==> config.mk <==
export PLATFORM = sky130hd
export DESIGN_NAME = pcg32_random_generator
export DESIGN_NICKNAME = d
export VERILOG_FILES = /design/src/rtl/pcg32_pkg.sv /design/src/rtl/pcg32_random_generator.sv
export SDC_FILE = /design/constraint.sdc
export NUM_CORES = 2
export LEC_CHECK = 0
export ABC_CLOCK_PERIOD_IN_PS = 16500
export BUFFER_PORTS_ARGS = -buffer_cell sky130_fd_sc_hd__buf_2
export CAP_MARGIN = 20
export CORE_MARGIN = 2
export CORE_UTILIZATION = 59
export DETAILED_ROUTE_END_ITERATION = 7
export PLACE_DENSITY = 0.84
export SLEW_MARGIN = 30
export SYNTH_ARGS = -nofsm -noshare
export SYNTH_HDL_FRONTEND = slang
export SYNTH_SLANG_ARGS = --single-unit
==> constraint.sdc <==
create_clock -name clk -period 16.5 [get_ports clk]
set_clock_uncertainty 0.1 [all_clocks]
set_input_delay 0.825 -clock clk [delete_from_list [all_inputs] [get_ports clk]]
set_output_delay 0.825 -clock clk [all_outputs]
set_load 0.02 [all_outputs]
==> src/rtl/pcg32_pkg.sv <==
package pcg32_pkg;

  // LCG multiplier 6364136223846793005.
  localparam logic [63:0] LCG_MULT = 64'h5851_F42D_4C95_7F2D;

  // State after reset.
  localparam logic [63:0] STATE_RESET = 64'h853C_49E6_748F_EA9B;
  localparam logic [63:0] INC_RESET   = 64'hDA3E_39CB_94B9_5BDB;

  // Command codes carried in the input beat.
  localparam logic [1:0] CMD_RESEED  = 2'd0;
  localparam logic [1:0] CMD_RAW     = 2'd1;
  localparam logic [1:0] CMD_BOUNDED = 2'd2;
  localparam logic [1:0] CMD_NOP     = 2'd3;

  // Register indexes on the configuration port.
  localparam logic REG_SEED   = 1'b0;
  localparam logic REG_STREAM = 1'b1;

  // Number of restoring division steps the divider runs for one remainder.
  localparam int DIV_STEPS = 32;

  // Sequencer states.
  typedef enum logic [8:0] {
    S_IDLE = 9'b000000001,
    S_MUL0 = 9'b000000010,
    S_MUL1 = 9'b000000100,
    S_MUL2 = 9'b000001000,
    S_ACC  = 9'b000010000,
    S_ADD  = 9'b000100000,
    S_SEED = 9'b001000000,
    S_DIV  = 9'b010000000,
    S_EMIT = 9'b100000000
  } state_t;

  // What the current generator step belongs to.
  typedef enum logic [1:0] {
    MODE_SEED0   = 2'd0,
    MODE_SEED1   = 2'd1,
    MODE_RAW     = 2'd2,
    MODE_BOUNDED = 2'd3
  } mode_t;

endpackage

==> src/rtl/pcg32_random_generator.sv <==
// PCG32 generator with the XSH-RR output permutation.
//
// Commands arrive as beats on the s_ stream channel: command 0 reseeds the
// generator from the seed and stream registers and gives no result,
// command 1 returns one raw 32-bit draw, command 2 returns a draw below
// bound without bias. A bounded draw with bound zero returns the raw draw
// with the bound_zero flag in m_tuser set. Command 3 is dropped.
// Registers are written through the APB port: seed at address 0, stream
// select at address 8. Write them only while the block is idle.
// One generator step runs S_MUL0, S_MUL1, S_MUL2, S_ACC and S_ADD on a
// single shared 32x32 multiplier and 64-bit adder. A raw draw is one step
// and then S_EMIT, a reseed is two steps with the seed added in S_SEED
// between them, and a bounded draw runs the divider for the threshold, one
// step per tried draw, then the divider again for the final remainder.
// s_tready is high only while the sequencer is idle. The result sits in an
// output register, so a new beat is taken while it waits; a finished result
// waits in the sequencer when that register is still full.
// Reset (synchronous, active high) restores the default state and
// increment, clears both registers and empties the output register.
module pcg32_random_generator (
  input  logic        clk,
  input  logic        rst,
  // Command beat, from bit 0 up: command[1:0], bound[33:2], zero padding.
  input  logic        s_tvalid,
  output logic        s_tready,
  input  logic [39:0] s_tdata,
  // Result beat, from bit 0 up: value[31:0].
  output logic        m_tvalid,
  input  logic        m_tready,
  output logic [31:0] m_tdata,
  // Result flags, from bit 0 up: bound_zero.
  output logic [0:0]  m_tuser,
  // Configuration port.
  input  logic        psel,
  input  logic        penable,
  input  logic        pwrite,
  input  logic [3:0]  paddr,
  input  logic [63:0] pwdata,
  output logic [63:0] prdata,
  output logic        pready
);

  pcg32_pkg::state_t state;
  pcg32_pkg::mode_t  mode;

  logic [63:0] lcg_state;
  logic [63:0] increment;
  logic [63:0] seed_value;
  logic [62:0] stream_select;

  logic [31:0] bnd;
  logic [31:0] thr;
  logic [31:0] draw;
  logic        bz;
  logic [63:0] acc;
  logic [63:0] prod;
  logic [31:0] quo;
  logic [31:0] rem;
  logic [4:0]  cnt;
  logic        div_final;

  logic [1:0]  in_cmd;
  logic [31:0] in_bound;
  logic        in_beat;
  logic        cfg_write;
  logic        out_free;

  logic [31:0] mul_a;
  logic [31:0] mul_b;
  logic [63:0] add_a;
  logic [63:0] add_b;
  logic [63:0] add_sum;
  logic [32:0] div_t;
  logic [32:0] div_sub;
  logic [31:0] rem_next;
  logic [63:0] xs;
  logic [31:0] xsh;
  logic [63:0] rot_pair;
  logic [31:0] perm;

  assign in_cmd   = s_tdata[1:0];
  assign in_bound = s_tdata[33:2];
  assign s_tready = (state == pcg32_pkg::S_IDLE);
  assign in_beat  = s_tvalid && s_tready;
  assign out_free = !m_tvalid || m_tready;

  // Configuration access: always ready, reads return the stored value.
  assign pready    = 1'b1;
  assign cfg_write = psel && penable && pwrite && pready;
  assign prdata    = (paddr[3] == pcg32_pkg::REG_STREAM) ? {1'b0, stream_select}
                                                         : seed_value;

  // XSH-RR permutation of the current state.
  assign xs       = lcg_state ^ (lcg_state >> 18);
  assign xsh      = xs[58:27];
  assign rot_pair = {xsh, xsh} >> lcg_state[63:59];
  assign perm     = rot_pair[31:0];

  // Operand selection for the shared multiplier: low x low, high x low,
  // low x high. The high x high product falls outside 64 bits.
  always_comb begin
    case (state)
      pcg32_pkg::S_MUL1: begin
        mul_a = lcg_state[63:32];
        mul_b = pcg32_pkg::LCG_MULT[31:0];
      end
      pcg32_pkg::S_MUL2: begin
        mul_a = lcg_state[31:0];
        mul_b = pcg32_pkg::LCG_MULT[63:32];
      end
      default: begin
        mul_a = lcg_state[31:0];
        mul_b = pcg32_pkg::LCG_MULT[31:0];
      end
    endcase
  end

  // Shared 64-bit adder: increment after the multiply, or seed on reseed.
  assign add_a   = (state == pcg32_pkg::S_SEED) ? lcg_state : acc;
  assign add_b   = (state == pcg32_pkg::S_SEED) ? seed_value : (increment | 64'd1);
  assign add_sum = add_a + add_b;

  // One restoring division step per cycle.
  assign div_t    = {rem, quo[31]};
  assign div_sub  = div_t - {1'b0, bnd};
  assign rem_next = (div_t >= {1'b0, bnd}) ? div_sub[31:0] : div_t[31:0];

  // Sequencer, generator state, registers and output valid.
  always_ff @(posedge clk) begin
    if (rst) begin
      state         <= pcg32_pkg::S_IDLE;
      mode          <= pcg32_pkg::MODE_RAW;
      lcg_state     <= pcg32_pkg::STATE_RESET;
      increment     <= pcg32_pkg::INC_RESET;
      seed_value    <= 64'd0;
      stream_select <= 63'd0;
      m_tvalid      <= 1'b0;
      div_final     <= 1'b0;
      cnt           <= 5'd0;
    end else begin
      if (cfg_write) begin
        if (paddr[3] == pcg32_pkg::REG_SEED) begin
          seed_value <= pwdata;
        end else begin
          stream_select <= pwdata[62:0];
        end
      end

      // A beat taken while a new result is loaded keeps the output valid.
      if (m_tvalid && m_tready && state != pcg32_pkg::S_EMIT) begin
        m_tvalid <= 1'b0;
      end

      case (state)
        pcg32_pkg::S_IDLE: begin
          if (in_beat) begin
            case (in_cmd)
              pcg32_pkg::CMD_RESEED: begin
                lcg_state <= 64'd0;
                increment <= {stream_select, 1'b1};
                mode      <= pcg32_pkg::MODE_SEED0;
                state     <= pcg32_pkg::S_MUL0;
              end
              pcg32_pkg::CMD_RAW: begin
                mode  <= pcg32_pkg::MODE_RAW;
                state <= pcg32_pkg::S_MUL0;
              end
              pcg32_pkg::CMD_BOUNDED: begin
                if (in_bound == 32'd0) begin
                  mode  <= pcg32_pkg::MODE_RAW;
                  state <= pcg32_pkg::S_MUL0;
                end else begin
                  mode      <= pcg32_pkg::MODE_BOUNDED;
                  div_final <= 1'b0;
                  cnt       <= 5'd0;
                  state     <= pcg32_pkg::S_DIV;
                end
              end
              default: begin
                state <= pcg32_pkg::S_IDLE;
              end
            endcase
          end
        end
        pcg32_pkg::S_MUL0: state <= pcg32_pkg::S_MUL1;
        pcg32_pkg::S_MUL1: state <= pcg32_pkg::S_MUL2;
        pcg32_pkg::S_MUL2: state <= pcg32_pkg::S_ACC;
        pcg32_pkg::S_ACC:  state <= pcg32_pkg::S_ADD;
        pcg32_pkg::S_ADD: begin
          lcg_state <= add_sum;
          case (mode)
            pcg32_pkg::MODE_SEED0: state <= pcg32_pkg::S_SEED;
            pcg32_pkg::MODE_SEED1: state <= pcg32_pkg::S_IDLE;
            pcg32_pkg::MODE_RAW:   state <= pcg32_pkg::S_EMIT;
            default: begin
              // Reject draws under the threshold and try again.
              if (draw >= thr) begin
                div_final <= 1'b1;
                cnt       <= 5'd0;
                state     <= pcg32_pkg::S_DIV;
              end else begin
                state <= pcg32_pkg::S_MUL0;
              end
            end
          endcase
        end
        pcg32_pkg::S_SEED: begin
          lcg_state <= add_sum;
          mode      <= pcg32_pkg::MODE_SEED1;
          state     <= pcg32_pkg::S_MUL0;
        end
        pcg32_pkg::S_DIV: begin
          cnt <= cnt + 5'd1;
          if (cnt == 5'(pcg32_pkg::DIV_STEPS - 1)) begin
            state <= div_final ? pcg32_pkg::S_EMIT : pcg32_pkg::S_MUL0;
          end
        end
        pcg32_pkg::S_EMIT: begin
          if (out_free) begin
            m_tvalid <= 1'b1;
            state    <= pcg32_pkg::S_IDLE;
          end
        end
        default: begin
          state <= pcg32_pkg::S_IDLE;
        end
      endcase
    end
  end

  // Datapath registers: products, accumulator, divider and result payload.
  always_ff @(posedge clk) begin
    prod <= mul_a * mul_b;

    if (in_beat) begin
      bnd  <= in_bound;
      bz   <= (in_cmd == pcg32_pkg::CMD_BOUNDED) && (in_bound == 32'd0);
      quo  <= ~in_bound + 32'd1;
      rem  <= 32'd0;
    end

    case (state)
      pcg32_pkg::S_MUL0: draw <= perm;
      pcg32_pkg::S_MUL1: acc <= prod;
      pcg32_pkg::S_MUL2: acc[63:32] <= acc[63:32] + prod[31:0];
      pcg32_pkg::S_ACC:  acc[63:32] <= acc[63:32] + prod[31:0];
      pcg32_pkg::S_ADD: begin
        if (mode == pcg32_pkg::MODE_BOUNDED) begin
          quo <= draw;
          rem <= 32'd0;
        end
      end
      pcg32_pkg::S_DIV: begin
        rem <= rem_next;
        quo <= {quo[30:0], 1'b0};
        if (cnt == 5'(pcg32_pkg::DIV_STEPS - 1)) begin
          if (div_final) begin
            draw <= rem_next;
          end else begin
            thr <= rem_next;
          end
        end
      end
      pcg32_pkg::S_EMIT: begin
        if (out_free) begin
          m_tdata <= draw;
          m_tuser <= bz;
        end
      end
      default: begin
      end
    endcase
  end

  // The increment used by the LCG is always odd.
  a_inc_odd: assert property (@(posedge clk) disable iff (rst) increment[0])
    else $error("increment became even");

  // Any real command leaves the sequencer busy on the next cycle.
  a_busy_after_beat: assert property (@(posedge clk) disable iff (rst)
    (in_beat && in_cmd != pcg32_pkg::CMD_NOP) |=> !s_tready)
    else $error("sequencer idle right after a command beat");

  // The rejection threshold is always below the bound.
  a_thr_below_bound: assert property (@(posedge clk) disable iff (rst)
    (state == pcg32_pkg::S_MUL0 && mode == pcg32_pkg::MODE_BOUNDED) |-> (thr < bnd))
    else $error("threshold not below bound");

  // A bounded result loaded into the output register lies below the bound.
  a_value_below_bound: assert property (@(posedge clk) disable iff (rst)
    (state == pcg32_pkg::S_EMIT && mode == pcg32_pkg::MODE_BOUNDED && out_free)
    |=> (m_tdata < bnd))
    else $error("bounded value not below bound");

  // The divider runs its full count before leaving.
  a_div_count: assert property (@(posedge clk) disable iff (rst)
    (state == pcg32_pkg::S_DIV && cnt != 5'(pcg32_pkg::DIV_STEPS - 1))
    |=> (state == pcg32_pkg::S_DIV))
    else $error("divider left early");

endmodule

Yosys cells after proc, flatten, opt, wreduce, memory -nomap -nowiden:

Cells that the tools add are included.

* output and inout port bits: 100
* bits of input ports: 115
* flip-flop bits (word level): 593

* reductions and logical operators: 32
* eq/ne operators: 26
* $lt $le $gt $ge: 2
* mux-type cells: 47
* shift operators: 1
* bitwise logic cells: 4
* multipliers: 1
* add/sub/neg operators: 5

Operator list (number)
* 2-to-1 mux 64 bit: 5
* 2-to-1 mux 32 bit: 8
* case mux 32 bit (2 select lines): 4
* case mux 64 bit (2 select lines): 1
* case mux 9 bit (9 select lines): 1
* adder 64 bit: 1
* >> shifter 64 x 5 -> 32 bit: 1
* multiplier 32 x 31 -> 63 bit: 1
* bitwise XOR 59 x 46 -> 59 bit: 1
* 2-to-1 mux 9 bit: 4
* >= comparator 33 x 32 -> 1 bit: 1
* adder 32 x 1 -> 32 bit, second input constant: 1
* adder 32 bit: 1
* >= comparator 32 bit: 1
* logical NOT 32 bit: 1
* inverter 32 bit: 1
* subtractor 32 bit: 1
* 2-to-1 mux 29 bit: 1
* case mux 9 bit (3 select lines): 1
* 2-to-1 mux 5 bit: 5
* AND reduction 3 bit: 6
* 2-to-1 mux 8 bit: 2
* case mux 8 bit (2 select lines): 1
* case mux 5 bit (3 select lines): 1
* 33 further kinds: 67

Logic depth before layout (Yosys ltp):

* depth after elaboration: 5
* depth in mapped cells: 36

Least setup slack after synthesis:

Ideal clock, no wire load.

* kind: reg-to-reg
* start: reg state[3]
* end: reg prod[61]
* cell stages (with the launch flop): 27
* arrival: 8.358 ns
* buffers on the path: 3
* clock period less this slack: 8.593 ns
* path slack: 7.907 ns
* required time: 16.265 ns
* cell sequence: dfxtp_1 nor4_4 nand4b_1 buf_2 buf_1 mux2i_1 inv_1 fa_1 inv_1 fa_1 fa_1 fa_1 inv_1 fa_1 fa_1 fa_1 fa_1 ha_1 clkbuf_1 a211o_1 o311a_1 o211ai_1 a21boi_0 a311oi_2 o21ai_1 a2111oi_0 a311oi_1

* word-level cells in the longest chain between the ends: 3

Ends and longest elaborated chain
* from (decl): line pcg32_random_generator.sv:43 `pcg32_pkg::state_t state;`
* from (signal assigned): line pcg32_random_generator.sv:131 `state <= pcg32_pkg::S_IDLE;`
* from (signal assigned): line pcg32_random_generator.sv:162 `state <= pcg32_pkg::S_MUL0;`
* from (signal assigned): line pcg32_random_generator.sv:166 `state <= pcg32_pkg::S_MUL0;`
* equality test 9 x 3 -> 1 bit or equality test 9 x 4 -> 1 bit (tied branches): line pcg32_random_generator.sv:102 `case (state)`
* 2-to-1 mux 32 bit or 2-to-1 mux 29 bit (tied branches): line pcg32_random_generator.sv:102
* multiplier 32 x 31 -> 63 bit *: line pcg32_random_generator.sv:233 `prod <= mul_a * mul_b;`
* to (signal assigned): line pcg32_random_generator.sv:233
* to (decl): line pcg32_random_generator.sv:56 `logic [63:0] prod;`

Every way passes the cells marked *; elsewhere a longest branch is shown, timed or not.
A chain may end at the register's enable or synchronous reset.

Worst setup path in the final report:

* start: reg state[0]
* end: reg prod[61]

The elaborated chain is that of the path after synthesis.

==> results.py <==
metrics = {
    "run_status": {
        "status": "completed",
    },
    "min_path": {
        "hold_class": "input pin to flop",
        "hp-start": "s_tdata[21]",
    },
    "yosys": {
        "yosysSeqAreaShare_pct": 24.5,
        "yosys.area.top_type": "fa_1",
        "synth_top_area_share_pct": 19.1,
        "synth-seq-cells": 593,
        "syn_area_um2": 56400,
        "synth_cells": 6202,
        "ys.flop_type": "dfxtp_1",
        "avgSynthCellArea_um2": 9.09,
        "synth_area_leaders": "fa_1 19%, dfxtp_1 14%, ha_1 13%, edfxtp_1 10%, inv_1 6.3%",
        "async_reset_ff_share_pct": 0,
        "synth_warnings": 0,
        "yosysUniqueCellTypes": 100,
        "synth_enable_flop_cells": 194,
    },
    "floorplan": {
        "die_h_um": 313,
        "start_util_pct": 59.5,
        "rows": 113,
        "die_x_um": 313,
        "die_area_um2": 98100,
        "io_pins": 215,
        "core_area_um2": 94900,
    },
    "job": {
        "drv_cap": 0,
    },
    "drt": {
        "num_vias": 46400,
        "vias_per_cell": 6.09,
        "drt-initial-drc-count": 4985,
        "finalWirelength_mm": 171,
        "first_pass_iters": 6,
        "drc": 0,
        "avgRoutedWirePerCell_um": 22.5,
        "ant_nets": 0,
    },
    "cells_and_area": {
        "post-route-util_pct": 64.0,
        "nFillCells": 7639,
        "final_cells": 7613,
        "synthToLayoutAreaGrowth_pct": 7.64,
        "nets": 7527,
        "drive_gt1_share_pct": 10.4,
    },
    "setup_path": {
        "worstSetupStartpointType": "flop",
        "timing.rr.start": "state[0]$_SDFFE_PP1P_",
        "worstPathRequired_ps": 16950,
        "max_stage_delay_ps": 670,
        "startpoint": "state[0]$_SDFFE_PP1P_",
        "cp.arrival_ps": 10520,
        "critical-path-slowest-cell": "nor3_1",
        "r2r_slack_ps": 6430,
        "path_max_fanout": 39,
        "cp-end-kind": "flop",
        "path_common_cell": "fa_1",
        "criticalPathCategory": "flop to flop",
        "crit_buf_inv": 8,
        "cpLargestDelayFamily": "adder cells",
    },
    "global_route": {
        "grt_pass1_vias": 46000,
        "grt_usage_pct": 34.4,
        "grt_max_degree": 107,
        "grt_pass1_wl_mm": 261,
        "grt-ovfl-total": 0,
        "antenna_found_initial": 10,
    },
    "sta": {
        "setup_tns_ps": 0,
        "timing.final.crit_share_pct": 61.0,
        "fmax_mhz": 99.3,
        "finalSetupViolCount": 0,
        "worstMarginPinSlew_ps": 1030,
        "rsz0062_at_grt": "false",
        "slew_headroom_pct": 31.2,
        "finalCriticalPeriod_ps": 10070,
        "hold_viol": 0,
        "finalMaxSlewViolations": 0,
    },
    "clocking": {
        "hold_buffers": 0,
        "cts_setup_buffers": 0,
        "cts_tree": "yes",
        "cts.htree.levels": 2,
        "cts.sinks": 593,
        "cts.reportedPaths.clkPinSlew_ps": 70,
        "clock-root-buffer": "clkbuf_16",
        "clock_latency_ps": 680,
        "cts_resized": 0,
        "cts_buffer_depth": 3,
        "cts_buffers": 60,
    },
    "place": {
        "portBuffers": 204,
        "placed_cells_incl_taps": 7494,
        "gp_congestion": 1.04,
        "dp_hpwl_mm": 134,
    },
}
==> metal layers <==
metal | vias up | global-route usage [%] | routed length, um
met2 | 2321 | 55.8 | 79500
li1 | 21000 | - | -
met1 | 22500 | 44.3 | 65900
met3 | 570 | 6.12 | 15500
met4 | 4 | 17.7 | 10200
met5 | - | 0 | 23
==> synth_stat cells (9+ instances only) <==
cell        n
a21o_1    113
xnor2_1   115
o21bai_1   30
fa_1      537
nand3b_1   44
o21ai_0   262
and2_1     34
nor3_1     58
mux4_2     11
nand4_1    47
inv_1     943
and3_1     34
nor3b_1    12
buf_1      18
a211o_1     9
nand2_1   711
mux2i_1   114
o21a_1     25
buf_2       9
edfxtp_1  194
nor2b_1    21
nand3_1    69
dfxtp_1   399
or2_2      19
a21oi_1   454
a221o_1    11
nor4_1     10
a22oi_1    35
nand2b_1   28
o21ai_1    37
xor2_1     87
mux2_2    216
a21boi_0   12
o211ai_1   36
clkbuf_1  230
a31oi_1    28
a221oi_1   12
o31ai_1    23
or3_1      21
ha_1      582
and4_1      9
nor2_1    357
a211oi_1   53
==> cell families after synthesis <==
kind of cell	Yosys count	share of synthesized area, %
mux	345	6.86
buf+inv	1209	8.11
xor+xnor	202	3.14
flops	593	24.5
other cells	2	0.0133
compound gates	1233	13.5
fa+ha+maj	1119	32.0
simple gates	1499	11.9
==> cell usage in the layout (no fill, tap or decap), types with 113 or more instances in the layout <==
cell type | netlist | routed
inv_1 | 943 | 943
nand2_1 | 711 | 709
ha_1 | 582 | 582
fa_1 | 537 | 537
a21oi_1 | 454 | 453
dfxtp_1 | 399 | 398
nor2_1 | 357 | 351
o21ai_0 | 262 | 261
mux2_2 | 216 | 216
buf_2 | 9 | 203
edfxtp_1 | 194 | 194
xnor2_1 | 115 | 115
a21o_1 | 113 | 113
==> per-stage QoR <==
stage	setup WS, ps	instance area (um2)	hold WS, ps
after detailed placement	6610	58600	311
after CTS	6640	60700	254
after global routing	6110	60700	274
after floorplan	7910	56500	300
after global placement	6800	58600	306
final	6430	60700	282
==> sequential cells by signal (all words and copies together) (netlist names), 63 cells and up <==
register       count
acc               64
prod              63
stream_select     63
increment         63
seed_value        64
lcg_state         64
==> final timing paths <==
check / depth (start not counted) / endpoint
worst min-delay path: 1 / bnd[19]$_DFFE_PP_
worst max register to register: 30 / prod[61]$_DFF_P_
worst max-delay path: 30 / prod[61]$_DFF_P_
worst min register to register: 0 / m_tuser$_DFFE_PP_
==> final cells by class <==
class / instances / area, um2 / area share [%]
repair buffers: 260 / 1480 / 2.44
flip-flops and latches: 593 / 13800 / 22.8
inverters: 948 / 3560 / 5.86
clock inverters: 27 / 292 / 0.480
clock buffers: 87 / 1740 / 2.87
multi-input cells: 4430 / 38200 / 63.0
well taps: 1265 / 1580 / 2.61
diodes: 3 / 7.51 / 0.0124
==> worst register-to-register path: cells and delay by family, from the launching register on <==
kind,cells,cell delay [ps]
buffers and inverters,8,1200
and+or+nand+nor,4,1430
AOI/OAI and AO/OA,8,2390
muxes,1,690
adders and majority gates,9,3830
DFF,1,370
Power is not shown: default switching activity piles up to over one toggle a cycle in this logic, so the estimate is an artifact.
